## config.mk

```make
export PLATFORM = sky130hd
export DESIGN_NAME = positional_list_engine_unit
export DESIGN_NICKNAME = d
export VERILOG_FILES = /design/src/rtl/ple_pkg.sv /design/src/rtl/ple_ram.sv /design/src/rtl/positional_list_engine_unit.sv
export SDC_FILE = /design/constraint.sdc
export NUM_CORES = 2
export LEC_CHECK = 0
export BUFFER_PORTS_ARGS = -buffer_cell sky130_fd_sc_hd__buf_2
export CAP_MARGIN = 30
export CORE_MARGIN = 1
export CORE_UTILIZATION = 62
export DETAILED_ROUTE_END_ITERATION = 10
export PLACE_DENSITY = 0.79
export SLEW_MARGIN = 5
export SYNTH_ARGS = -nofsm -noshare
export SYNTH_HDL_FRONTEND = slang
export SYNTH_SLANG_ARGS = --single-unit
export TNS_END_PERCENT = 20
```

## constraint.sdc

```tcl
create_clock -name clk -period 5.5 [get_ports clk]
set_input_delay 0.275 -clock clk [delete_from_list [all_inputs] [get_ports clk]]
set_output_delay 0.275 -clock clk [all_outputs]
set_load 0.1 [all_outputs]
```

## src/rtl/ple_pkg.sv

```systemverilog
// Shared types and constants for the positional list engine.
// No dependencies; used by the top level, the checker and the testbench.
`timescale 1ns / 1ps
package ple_pkg;

  localparam int unsigned ReqW  = 3;
  localparam int unsigned DataW = 32;
  localparam int unsigned PosW  = 6;
  localparam int unsigned InW   = ReqW + DataW + 2 * PosW + DataW;
  localparam int unsigned InPadW = ((InW + 7) / 8) * 8;

  typedef enum logic [ReqW-1:0] {
    REQ_INSERT = 3'd0,
    REQ_REMOVE = 3'd1,
    REQ_PRINT  = 3'd2,
    REQ_MOVE   = 3'd3,
    REQ_REVERSE = 3'd4,
    REQ_ROT_L  = 3'd5,
    REQ_ROT_R  = 3'd6,
    REQ_NONE   = 3'd7
  } req_t;

  // reversal passes used to build a rotation out of three reversals
  typedef enum logic [1:0] {
    PASS_ALL  = 2'd0,
    PASS_HEAD = 2'd1,
    PASS_TAIL = 2'd2
  } pass_t;

endpackage

```

## src/rtl/ple_ram.sv

```systemverilog
// Generic simple dual-port RAM: one write port, one read port, registered read.
// No dependencies.
`timescale 1ns / 1ps
module ple_ram #(
  parameter int unsigned WIDTH = 32,
  parameter int unsigned DEPTH = 32
) (
  input  logic                     clk,
  input  logic                     we,
  input  logic [$clog2(DEPTH)-1:0] waddr,
  input  logic [WIDTH-1:0]         wdata,
  input  logic                     re,
  input  logic [$clog2(DEPTH)-1:0] raddr,
  output logic [WIDTH-1:0]         rdata
);

  logic [WIDTH-1:0] mem [DEPTH];

  always_ff @(posedge clk) begin
    if (we) begin
      mem[waddr] <= wdata;
    end
    if (re) begin
      rdata <= mem[raddr];
    end
  end

endmodule

```

## src/rtl/positional_list_engine_unit.sv

```systemverilog
// Positional list engine top level: request sequencer around one element RAM.
// Depends on ple_pkg and ple_ram.
`timescale 1ns / 1ps
// Usage:
//   Requests arrive on the in_ stream, one transfer per request. The block
//   takes a request only while its sequencer is idle, then works on it alone.
//   Print requests produce results on the out_ stream: one transfer per list
//   value in order, out_tlast on the final one; an empty list gives a single
//   transfer with data 0, tlast 1 and out_tuser (empty flag) 1.
//   Insert shifts the elements from position p upward up one place, remove
//   shifts those above p down, move is a remove then an insert, reverse swaps
//   pairs from both ends, rotate runs a remainder divider and then three
//   reversals, and print reads each value before it is sent.
//   The RAM has one read and one write port; every element move is a read
//   followed by a write.
//   The result register frees the sequencer: a new request is accepted while
//   a finished result still waits. A stalled receiver holds a print at its
//   current value. Reset empties the list; no clearing pass is needed.
module positional_list_engine_unit #(
  parameter int unsigned CAPACITY = 32
) (
  input  logic                     clk,
  input  logic                     rst_n,
  input  logic                     in_tvalid,
  output logic                     in_tready,
  // req_type[2:0], data_in[34:3], pos_a[40:35], pos_b[46:41],
  // shift_amount[78:47], zero pad [79]
  input  logic [ple_pkg::InPadW-1:0] in_tdata,
  output logic                     out_tvalid,
  input  logic                     out_tready,
  // data_out[31:0]
  output logic [ple_pkg::DataW-1:0] out_tdata,
  output logic                     out_tlast,
  // list_empty[0]
  output logic                     out_tuser
);

  import ple_pkg::*;

  localparam int unsigned AW = $clog2(CAPACITY);
  localparam int unsigned CW = $clog2(CAPACITY + 1);
  localparam int unsigned XW = (CW > PosW) ? CW : PosW;
  localparam logic [CW-1:0] CapC = CW'(CAPACITY);

  typedef enum logic [13:0] {
    S_IDLE   = 14'b00000000000001,
    S_INS    = 14'b00000000000010,
    S_INS_WR = 14'b00000000000100,
    S_REM    = 14'b00000000001000,
    S_REM_WR = 14'b00000000010000,
    S_MV_CAP = 14'b00000000100000,
    S_DIV    = 14'b00000001000000,
    S_RV_CHK = 14'b00000010000000,
    S_RV_RDB = 14'b00000100000000,
    S_RV_WA  = 14'b00001000000000,
    S_RV_WB  = 14'b00010000000000,
    S_PR_RD  = 14'b00100000000000,
    S_PR_LD  = 14'b01000000000000,
    S_PR_EMP = 14'b10000000000000
  } state_t;

  // input unpacking
  logic [ReqW-1:0]  in_req;
  logic [DataW-1:0] in_data;
  logic [PosW-1:0]  in_pa, in_pb;
  logic [DataW-1:0] in_shift;
  assign in_req   = in_tdata[ReqW-1:0];
  assign in_data  = in_tdata[ReqW+DataW-1:ReqW];
  assign in_pa    = in_tdata[ReqW+DataW+PosW-1:ReqW+DataW];
  assign in_pb    = in_tdata[ReqW+DataW+2*PosW-1:ReqW+DataW+PosW];
  assign in_shift = in_tdata[InW-1:ReqW+DataW+2*PosW];

  // registers
  state_t           state_r, state_nxt;
  logic [CW-1:0]    count_r, count_nxt;
  logic [CW-1:0]    idx_r, idx_nxt;     // sweep index
  logic [CW-1:0]    pos_r, pos_nxt;     // insert target
  logic [DataW-1:0] val_r, val_nxt;     // value to insert / swap temp
  logic [PosW-1:0]  pb_r, pb_nxt;
  logic             mv_r, mv_nxt;
  logic [CW-1:0]    lo_r, lo_nxt, hi_r, hi_nxt;
  pass_t            pass_r, pass_nxt;
  logic [CW-1:0]    k_r, k_nxt;
  logic [DataW-1:0] mag_r, mag_nxt;
  logic [CW-1:0]    rem_r, rem_nxt;
  logic [4:0]       bit_r, bit_nxt;
  logic             neg_r, neg_nxt;
  logic             ovld_r, ovld_nxt;
  logic [DataW-1:0] odata_r, odata_nxt;
  logic             olast_r, olast_nxt;
  logic             oempty_r, oempty_nxt;

  // RAM ports
  logic             ram_we, ram_re;
  logic [AW-1:0]    ram_waddr, ram_raddr;
  logic [DataW-1:0] ram_wdata, ram_rdata;

  ple_ram #(.WIDTH(DataW), .DEPTH(CAPACITY)) u_ram (
    .clk   (clk),
    .we    (ram_we),
    .waddr (ram_waddr),
    .wdata (ram_wdata),
    .re    (ram_re),
    .raddr (ram_raddr),
    .rdata (ram_rdata)
  );

  logic in_xfer, out_free;
  assign in_tready  = (state_r == S_IDLE);
  assign in_xfer    = in_tvalid && in_tready;
  assign out_free   = !ovld_r || out_tready;
  assign out_tvalid = ovld_r;
  assign out_tdata  = odata_r;
  assign out_tlast  = olast_r;
  assign out_tuser  = oempty_r;

  // divider step and rotation amount
  logic [CW:0]   div_cur;
  logic [CW:0]   div_sub;
  logic [CW-1:0] rem_step;
  logic [CW-1:0] k_calc;
  always_comb begin
    div_cur  = {rem_r, mag_r[DataW-1]};
    div_sub  = div_cur - {1'b0, count_r};
    rem_step = (div_cur >= {1'b0, count_r}) ? div_sub[CW-1:0] : div_cur[CW-1:0];
    k_calc   = (neg_r && rem_r != '0) ? (count_r - rem_r) : rem_r;
  end

  // sequencer
  always_comb begin
    state_nxt  = state_r;
    count_nxt  = count_r;
    idx_nxt    = idx_r;
    pos_nxt    = pos_r;
    val_nxt    = val_r;
    pb_nxt     = pb_r;
    mv_nxt     = mv_r;
    lo_nxt     = lo_r;
    hi_nxt     = hi_r;
    pass_nxt   = pass_r;
    k_nxt      = k_r;
    mag_nxt    = mag_r;
    rem_nxt    = rem_r;
    bit_nxt    = bit_r;
    neg_nxt    = neg_r;
    ovld_nxt   = ovld_r && !out_tready;
    odata_nxt  = odata_r;
    olast_nxt  = olast_r;
    oempty_nxt = oempty_r;
    ram_we     = 1'b0;
    ram_re     = 1'b0;
    ram_waddr  = idx_r[AW-1:0];
    ram_raddr  = idx_r[AW-1:0];
    ram_wdata  = ram_rdata;

    unique case (state_r)
      S_IDLE: begin
        if (in_xfer) begin
          pb_nxt = in_pb;
          mv_nxt = 1'b0;
          case (in_req)
            REQ_INSERT: begin
              if (count_r < CapC) begin
                val_nxt   = in_data;
                idx_nxt   = count_r;
                pos_nxt   = (XW'(in_pa) > XW'(count_r)) ? count_r : CW'(in_pa);
                state_nxt = S_INS;
              end
            end
            REQ_REMOVE: begin
              if (XW'(in_pa) < XW'(count_r)) begin
                idx_nxt   = CW'(in_pa);
                state_nxt = S_REM;
              end
            end
            REQ_MOVE: begin
              if (in_pa != in_pb && XW'(in_pa) < XW'(count_r)) begin
                ram_re    = 1'b1;
                ram_raddr = AW'(in_pa);
                idx_nxt   = CW'(in_pa);
                mv_nxt    = 1'b1;
                state_nxt = S_MV_CAP;
              end
            end
            REQ_PRINT: begin
              idx_nxt   = '0;
              state_nxt = (count_r == '0) ? S_PR_EMP : S_PR_RD;
            end
            REQ_REVERSE: begin
              lo_nxt    = '0;
              hi_nxt    = count_r;
              pass_nxt  = PASS_TAIL;
              state_nxt = S_RV_CHK;
            end
            REQ_ROT_L, REQ_ROT_R: begin
              if (count_r != '0) begin
                mag_nxt   = in_shift[DataW-1] ? (~in_shift + 1'b1) : in_shift;
                neg_nxt   = in_shift[DataW-1] ^ (in_req == REQ_ROT_L);
                rem_nxt   = '0;
                bit_nxt   = '0;
                state_nxt = S_DIV;
              end
            end
            default: ;
          endcase
        end
      end

      // shift elements up one place, then drop the value in
      S_INS: begin
        if (idx_r > pos_r) begin
          ram_re    = 1'b1;
          ram_raddr = AW'(idx_r - 1'b1);
          state_nxt = S_INS_WR;
        end else begin
          ram_we    = 1'b1;
          ram_waddr = pos_r[AW-1:0];
          ram_wdata = val_r;
          count_nxt = count_r + 1'b1;
          state_nxt = S_IDLE;
        end
      end
      S_INS_WR: begin
        ram_we    = 1'b1;
        idx_nxt   = idx_r - 1'b1;
        state_nxt = S_INS;
      end

      S_MV_CAP: begin
        val_nxt   = ram_rdata;
        state_nxt = S_REM;
      end

      // shift elements down one place over the removed slot
      S_REM: begin
        if (idx_r + 1'b1 < count_r) begin
          ram_re    = 1'b1;
          ram_raddr = AW'(idx_r + 1'b1);
          state_nxt = S_REM_WR;
        end else begin
          count_nxt = count_r - 1'b1;
          if (mv_r) begin
            idx_nxt   = count_r - 1'b1;
            pos_nxt   = (XW'(pb_r) > XW'(count_r - 1'b1)) ? (count_r - 1'b1) : CW'(pb_r);
            state_nxt = S_INS;
          end else begin
            state_nxt = S_IDLE;
          end
        end
      end
      S_REM_WR: begin
        ram_we    = 1'b1;
        idx_nxt   = idx_r + 1'b1;
        state_nxt = S_REM;
      end

      // restoring remainder, one dividend bit per cycle
      S_DIV: begin
        if (bit_r == 5'd31) begin
          rem_nxt = rem_step;
          bit_nxt = '0;
          state_nxt = S_RV_CHK;
          lo_nxt    = '0;
          hi_nxt    = count_r;
          pass_nxt  = PASS_ALL;
        end else begin
          rem_nxt = rem_step;
          mag_nxt = {mag_r[DataW-2:0], 1'b0};
          bit_nxt = bit_r + 1'b1;
        end
      end

      // reverse [lo, hi); rotation runs three passes
      S_RV_CHK: begin
        if (lo_r + 1'b1 < hi_r) begin
          ram_re    = 1'b1;
          ram_raddr = lo_r[AW-1:0];
          state_nxt = S_RV_RDB;
        end else begin
          case (pass_r)
            PASS_ALL: begin
              lo_nxt   = '0;
              hi_nxt   = k_calc;
              k_nxt    = k_calc;
              pass_nxt = PASS_HEAD;
            end
            PASS_HEAD: begin
              lo_nxt   = k_r;
              hi_nxt   = count_r;
              pass_nxt = PASS_TAIL;
            end
            default: state_nxt = S_IDLE;
          endcase
        end
      end
      S_RV_RDB: begin
        ram_re    = 1'b1;
        ram_raddr = AW'(hi_r - 1'b1);
        val_nxt   = ram_rdata;
        state_nxt = S_RV_WA;
      end
      S_RV_WA: begin
        ram_we    = 1'b1;
        ram_waddr = lo_r[AW-1:0];
        state_nxt = S_RV_WB;
      end
      S_RV_WB: begin
        ram_we    = 1'b1;
        ram_waddr = AW'(hi_r - 1'b1);
        ram_wdata = val_r;
        lo_nxt    = lo_r + 1'b1;
        hi_nxt    = hi_r - 1'b1;
        state_nxt = S_RV_CHK;
      end

      // print: one read, then one result transfer per element
      S_PR_RD: begin
        ram_re    = 1'b1;
        state_nxt = S_PR_LD;
      end
      S_PR_LD: begin
        if (out_free) begin
          ovld_nxt   = 1'b1;
          odata_nxt  = ram_rdata;
          oempty_nxt = 1'b0;
          olast_nxt  = (idx_r + 1'b1 == count_r);
          idx_nxt    = idx_r + 1'b1;
          state_nxt  = (idx_r + 1'b1 == count_r) ? S_IDLE : S_PR_RD;
        end
      end
      S_PR_EMP: begin
        if (out_free) begin
          ovld_nxt   = 1'b1;
          odata_nxt  = '0;
          oempty_nxt = 1'b1;
          olast_nxt  = 1'b1;
          state_nxt  = S_IDLE;
        end
      end

      default: state_nxt = S_IDLE;
    endcase
  end

  // control state
  always_ff @(posedge clk) begin
    if (!rst_n) begin
      state_r <= S_IDLE;
      count_r <= '0;
      ovld_r  <= 1'b0;
    end else begin
      state_r <= state_nxt;
      count_r <= count_nxt;
      ovld_r  <= ovld_nxt;
    end
  end

  // working and payload registers
  always_ff @(posedge clk) begin
    idx_r    <= idx_nxt;
    pos_r    <= pos_nxt;
    val_r    <= val_nxt;
    pb_r     <= pb_nxt;
    mv_r     <= mv_nxt;
    lo_r     <= lo_nxt;
    hi_r     <= hi_nxt;
    pass_r   <= pass_nxt;
    k_r      <= k_nxt;
    mag_r    <= mag_nxt;
    rem_r    <= rem_nxt;
    bit_r    <= bit_nxt;
    neg_r    <= neg_nxt;
    odata_r  <= odata_nxt;
    olast_r  <= olast_nxt;
    oempty_r <= oempty_nxt;
  end

endmodule

```

==> impl_metrics.json <==
{
  "outcome": "finished clean",
  "gr-total-overflow": 0,
  "holdBufCountCts": 60,
  "fp.dieH_um": 289.6,
  "wl_per_cell_um": 28.81,
  "fp-row-count": 105,
  "grt_pass1_vias": 31910,
  "rsz0062_at_grt": "no",
  "place.gp.congestion": 0.9216,
  "worstSetupPathType": "flop to flop",
  "hpwl_um": 81870,
  "p_leak_nw": 20.02,
  "slew_violations": 0,
  "cap_viol_max_count": 0,
  "syn_inst": 3373,
  "fin_crit_ns": 5.159,
  "clk_path_buf_depth": 3,
  "setup_violations": 0,
  "clock_latency_ns": 0.72,
  "dp_cells": 4543,
  "synth_cell_types": 85,
  "yosys-top-cells-count": "edfxtp_1, nand2_1, mux2i_1",
  "yosysWarningCount": 0,
  "drt_first_pass_iters": 5,
  "peakVddDrop_uv": 356.3,
  "clkSinkCount": 1226,
  "comb_power_share_pct": 24.7,
  "max_freq_mhz": 193.8,
  "initial_core_util_pct": 62.55,
  "use_met3_pct": 5.981,
  "p_sw_mw": 7.418,
  "p_int_mw": 17.35,
  "synth_largest_area_cell": "edfxtp_1",
  "root_buffer": "clkbuf_16",
  "die_x_um": 289.6,
  "htreeDepth": 3,
  "cts_resized": 0,
  "power_density_mw_per_mm2": 423.0,
  "cts_tree": "done",
  "grt_pass1_wl_um": 200900,
  "drc": 0,
  "core_sq_mm": 0.08198,
  "ys_ff_latch": 1226,
  "path_clk_slew_ns": 0.07,
  "netlist.area_leader.share_pct": 70.57,
  "final.setup_skew_ns": 0.08337,
  "fin_crit_sh_pct": 93.80,
  "numCtsBuffers": 116,
  "worstSetupStartpointType": "flop",
  "placed_area_sq_mm": 0.05432,
  "end_kind": "flop",
  "yosys.cell_count.top_type": "edfxtp_1",
  "power_frac_seq_pct": 44.5,
  "worst_slew_pin_slew_ns": 1.023,
  "p_sw_share_pct": 29.94,
  "required_ns": 6.06,
  "routed-via-count": 32350,
  "vias_per_cell": 6.715,
  "grt_antenna_before_repair": 5,
  "relSlewSlack_pct": 31.81,
  "drt_iter0_drc": 3895,
  "fin_setup_tns_ns": 0,
  "grt.busiest_layer": "met2",
  "fin_nets": 3787,
  "drive_gt1_share_pct": 17.91,
  "ys_seq_area_share_pct": 71.39,
  "design_area_sq_mm": 0.05856,
  "syn_area_per_cell_sq_um": 15.20,
  "grt_usage_pct": 32.95,
  "dp_slack_ns": 0.5318,
  "syn_area_sq_mm": 0.05128,
  "cp_max_fo": 27,
  "ios": 120,
  "final_cells": 4817,
  "grt_max_degree": 64,
  "power_frac_clock_pct": 30.8,
  "grt.met1_usage_pct": 44.44,
  "timing.hold.ws_ns": 0.02268,
  "cts_setup_buffers": 0,
  "numPortBuffers": 118,
  "cp.arrival_ns": 5.72,
  "hold_violations": 0,
  "hold_class": "primary input to flop",
  "synth_flop_cell": "edfxtp_1",
  "routed_wl_um": 138800,
  "die_area_sq_mm": 0.08386,
  "met2_usage_pct": 52.60,
  "antenna_left": 0,
  "area_growth_syn_to_layout_pct": 14.21,
  "synth-async-reset-ratio_pct": 0,
  "synth_edf_count": 1205,
  "syn_nets": 3509,
  "fin_ws_ns": 0.3410,
  "synthTopCellsByArea": "edfxtp_1, mux2i_1, nand2_1, mux2_2, a32o_1"
}
layout by cell type (no fill, tap or decap), types with 94 or more instances in the layout:
master     synthesis  routed
buf_4             18     143
clkbuf_16          0     116
edfxtp_1        1205    1205
nand2_1          431     430
mux2i_1          208     208
and3_1           114     110
mux2_2           135     135
a32o_1            94      94
buf_2             48     118
a211oi_1          99      99
layout make-up:
| class | instances | area [sq um] |
|---|---|---|
| inverters | 47 | 178.9 |
| clock buffers | 137 | 2982 |
| well taps | 1070 | 1339 |
| multi-input cells | 1904 | 13830 |
| diodes | 1 | 2.502 |
| flip-flops and latches | 1226 | 36610 |
| fillers | 4943 | 23420 |
| repair buffers | 356 | 2965 |
| clock inverters | 76 | 655.6 |
path summary, 6_finish.rpt:
path / from / endpoint / slack (ns) / cells after the start
max: idx_r[0] / u_ram.rdata[6] / 0.34 / 16
min: in_tdata[62] / mag_r[15] / 0.02 / 3
max reg2reg: idx_r[0] / u_ram.rdata[6] / 0.34 / 16
min reg2reg: mag_r[18] / mag_r[19] / 0.53 / 2
per-stage QoR:
stage	util, %	power, mW
CTS	71.43	24.70
finish	71.44	24.77
floorplan	-	14.89
global route	71.43	25.53
detailed placement	66.26	17.11
global placement	66.25	16.90
per-layer routing:
| layer | wire [um] | vias to the layer above |
|---|---|---|
| met5 | 13 | - |
| met4 | 6475 | 2 |
| met3 | 14340 | 398 |
| met2 | 66070 | 2154 |
| met1 | 51870 | 16030 |
| li1 | - | 13760 |
logic make-up (layout without fill, tap and decap cells):
logic type	Yosys count	count (layout)	share of synthesized area, %
buffers and inverters	243	616	2.216
adders and majority gates	53	53	1.318
and+or+nand+nor	919	919	8.841
other	0	1	0
AOI/OAI and AO/OA	517	517	7.982
DFF	1226	1226	71.39
xor gates and xnor gates	72	72	1.230
muxes	343	343	7.025
critical path, cell delays in order, from the launching register on:
cell and delay, ns:
edfxtp_1 0.66, ha_1 0.27, nand3_1 0.10, xnor2_1 0.22
ha_1 0.34, nand4_1 0.17, o221a_2 0.39, and3_1 0.23
a2111oi_4 0.27, buf_4 0.22, and2_4 0.39, buf_12 0.26
buf_12 0.18, nand2_1 0.07, a32o_1 0.25, a2111oi_0 0.66
and4_1 0.32
flip-flops by register name, summed over array words and instances (netlist names), 14 cells and up:
register	count
u_ram.mem	1024
mag_r	32
out_tdata	32
u_ram.rdata	32
val_r	32
state_r	14
power by group through the flow:
stage	Clock (mW)	Sequential [mW]	Combinational, mW
floorplan	0	11.1	3.74
global placement	0	11.2	5.69
detailed placement	0	11.2	5.90
CTS	7.66	11.0	6.02
global route	8.04	11.0	6.46
finish	7.62	11.0	6.12
Note: power is estimated with default switching activity, not from simulation.
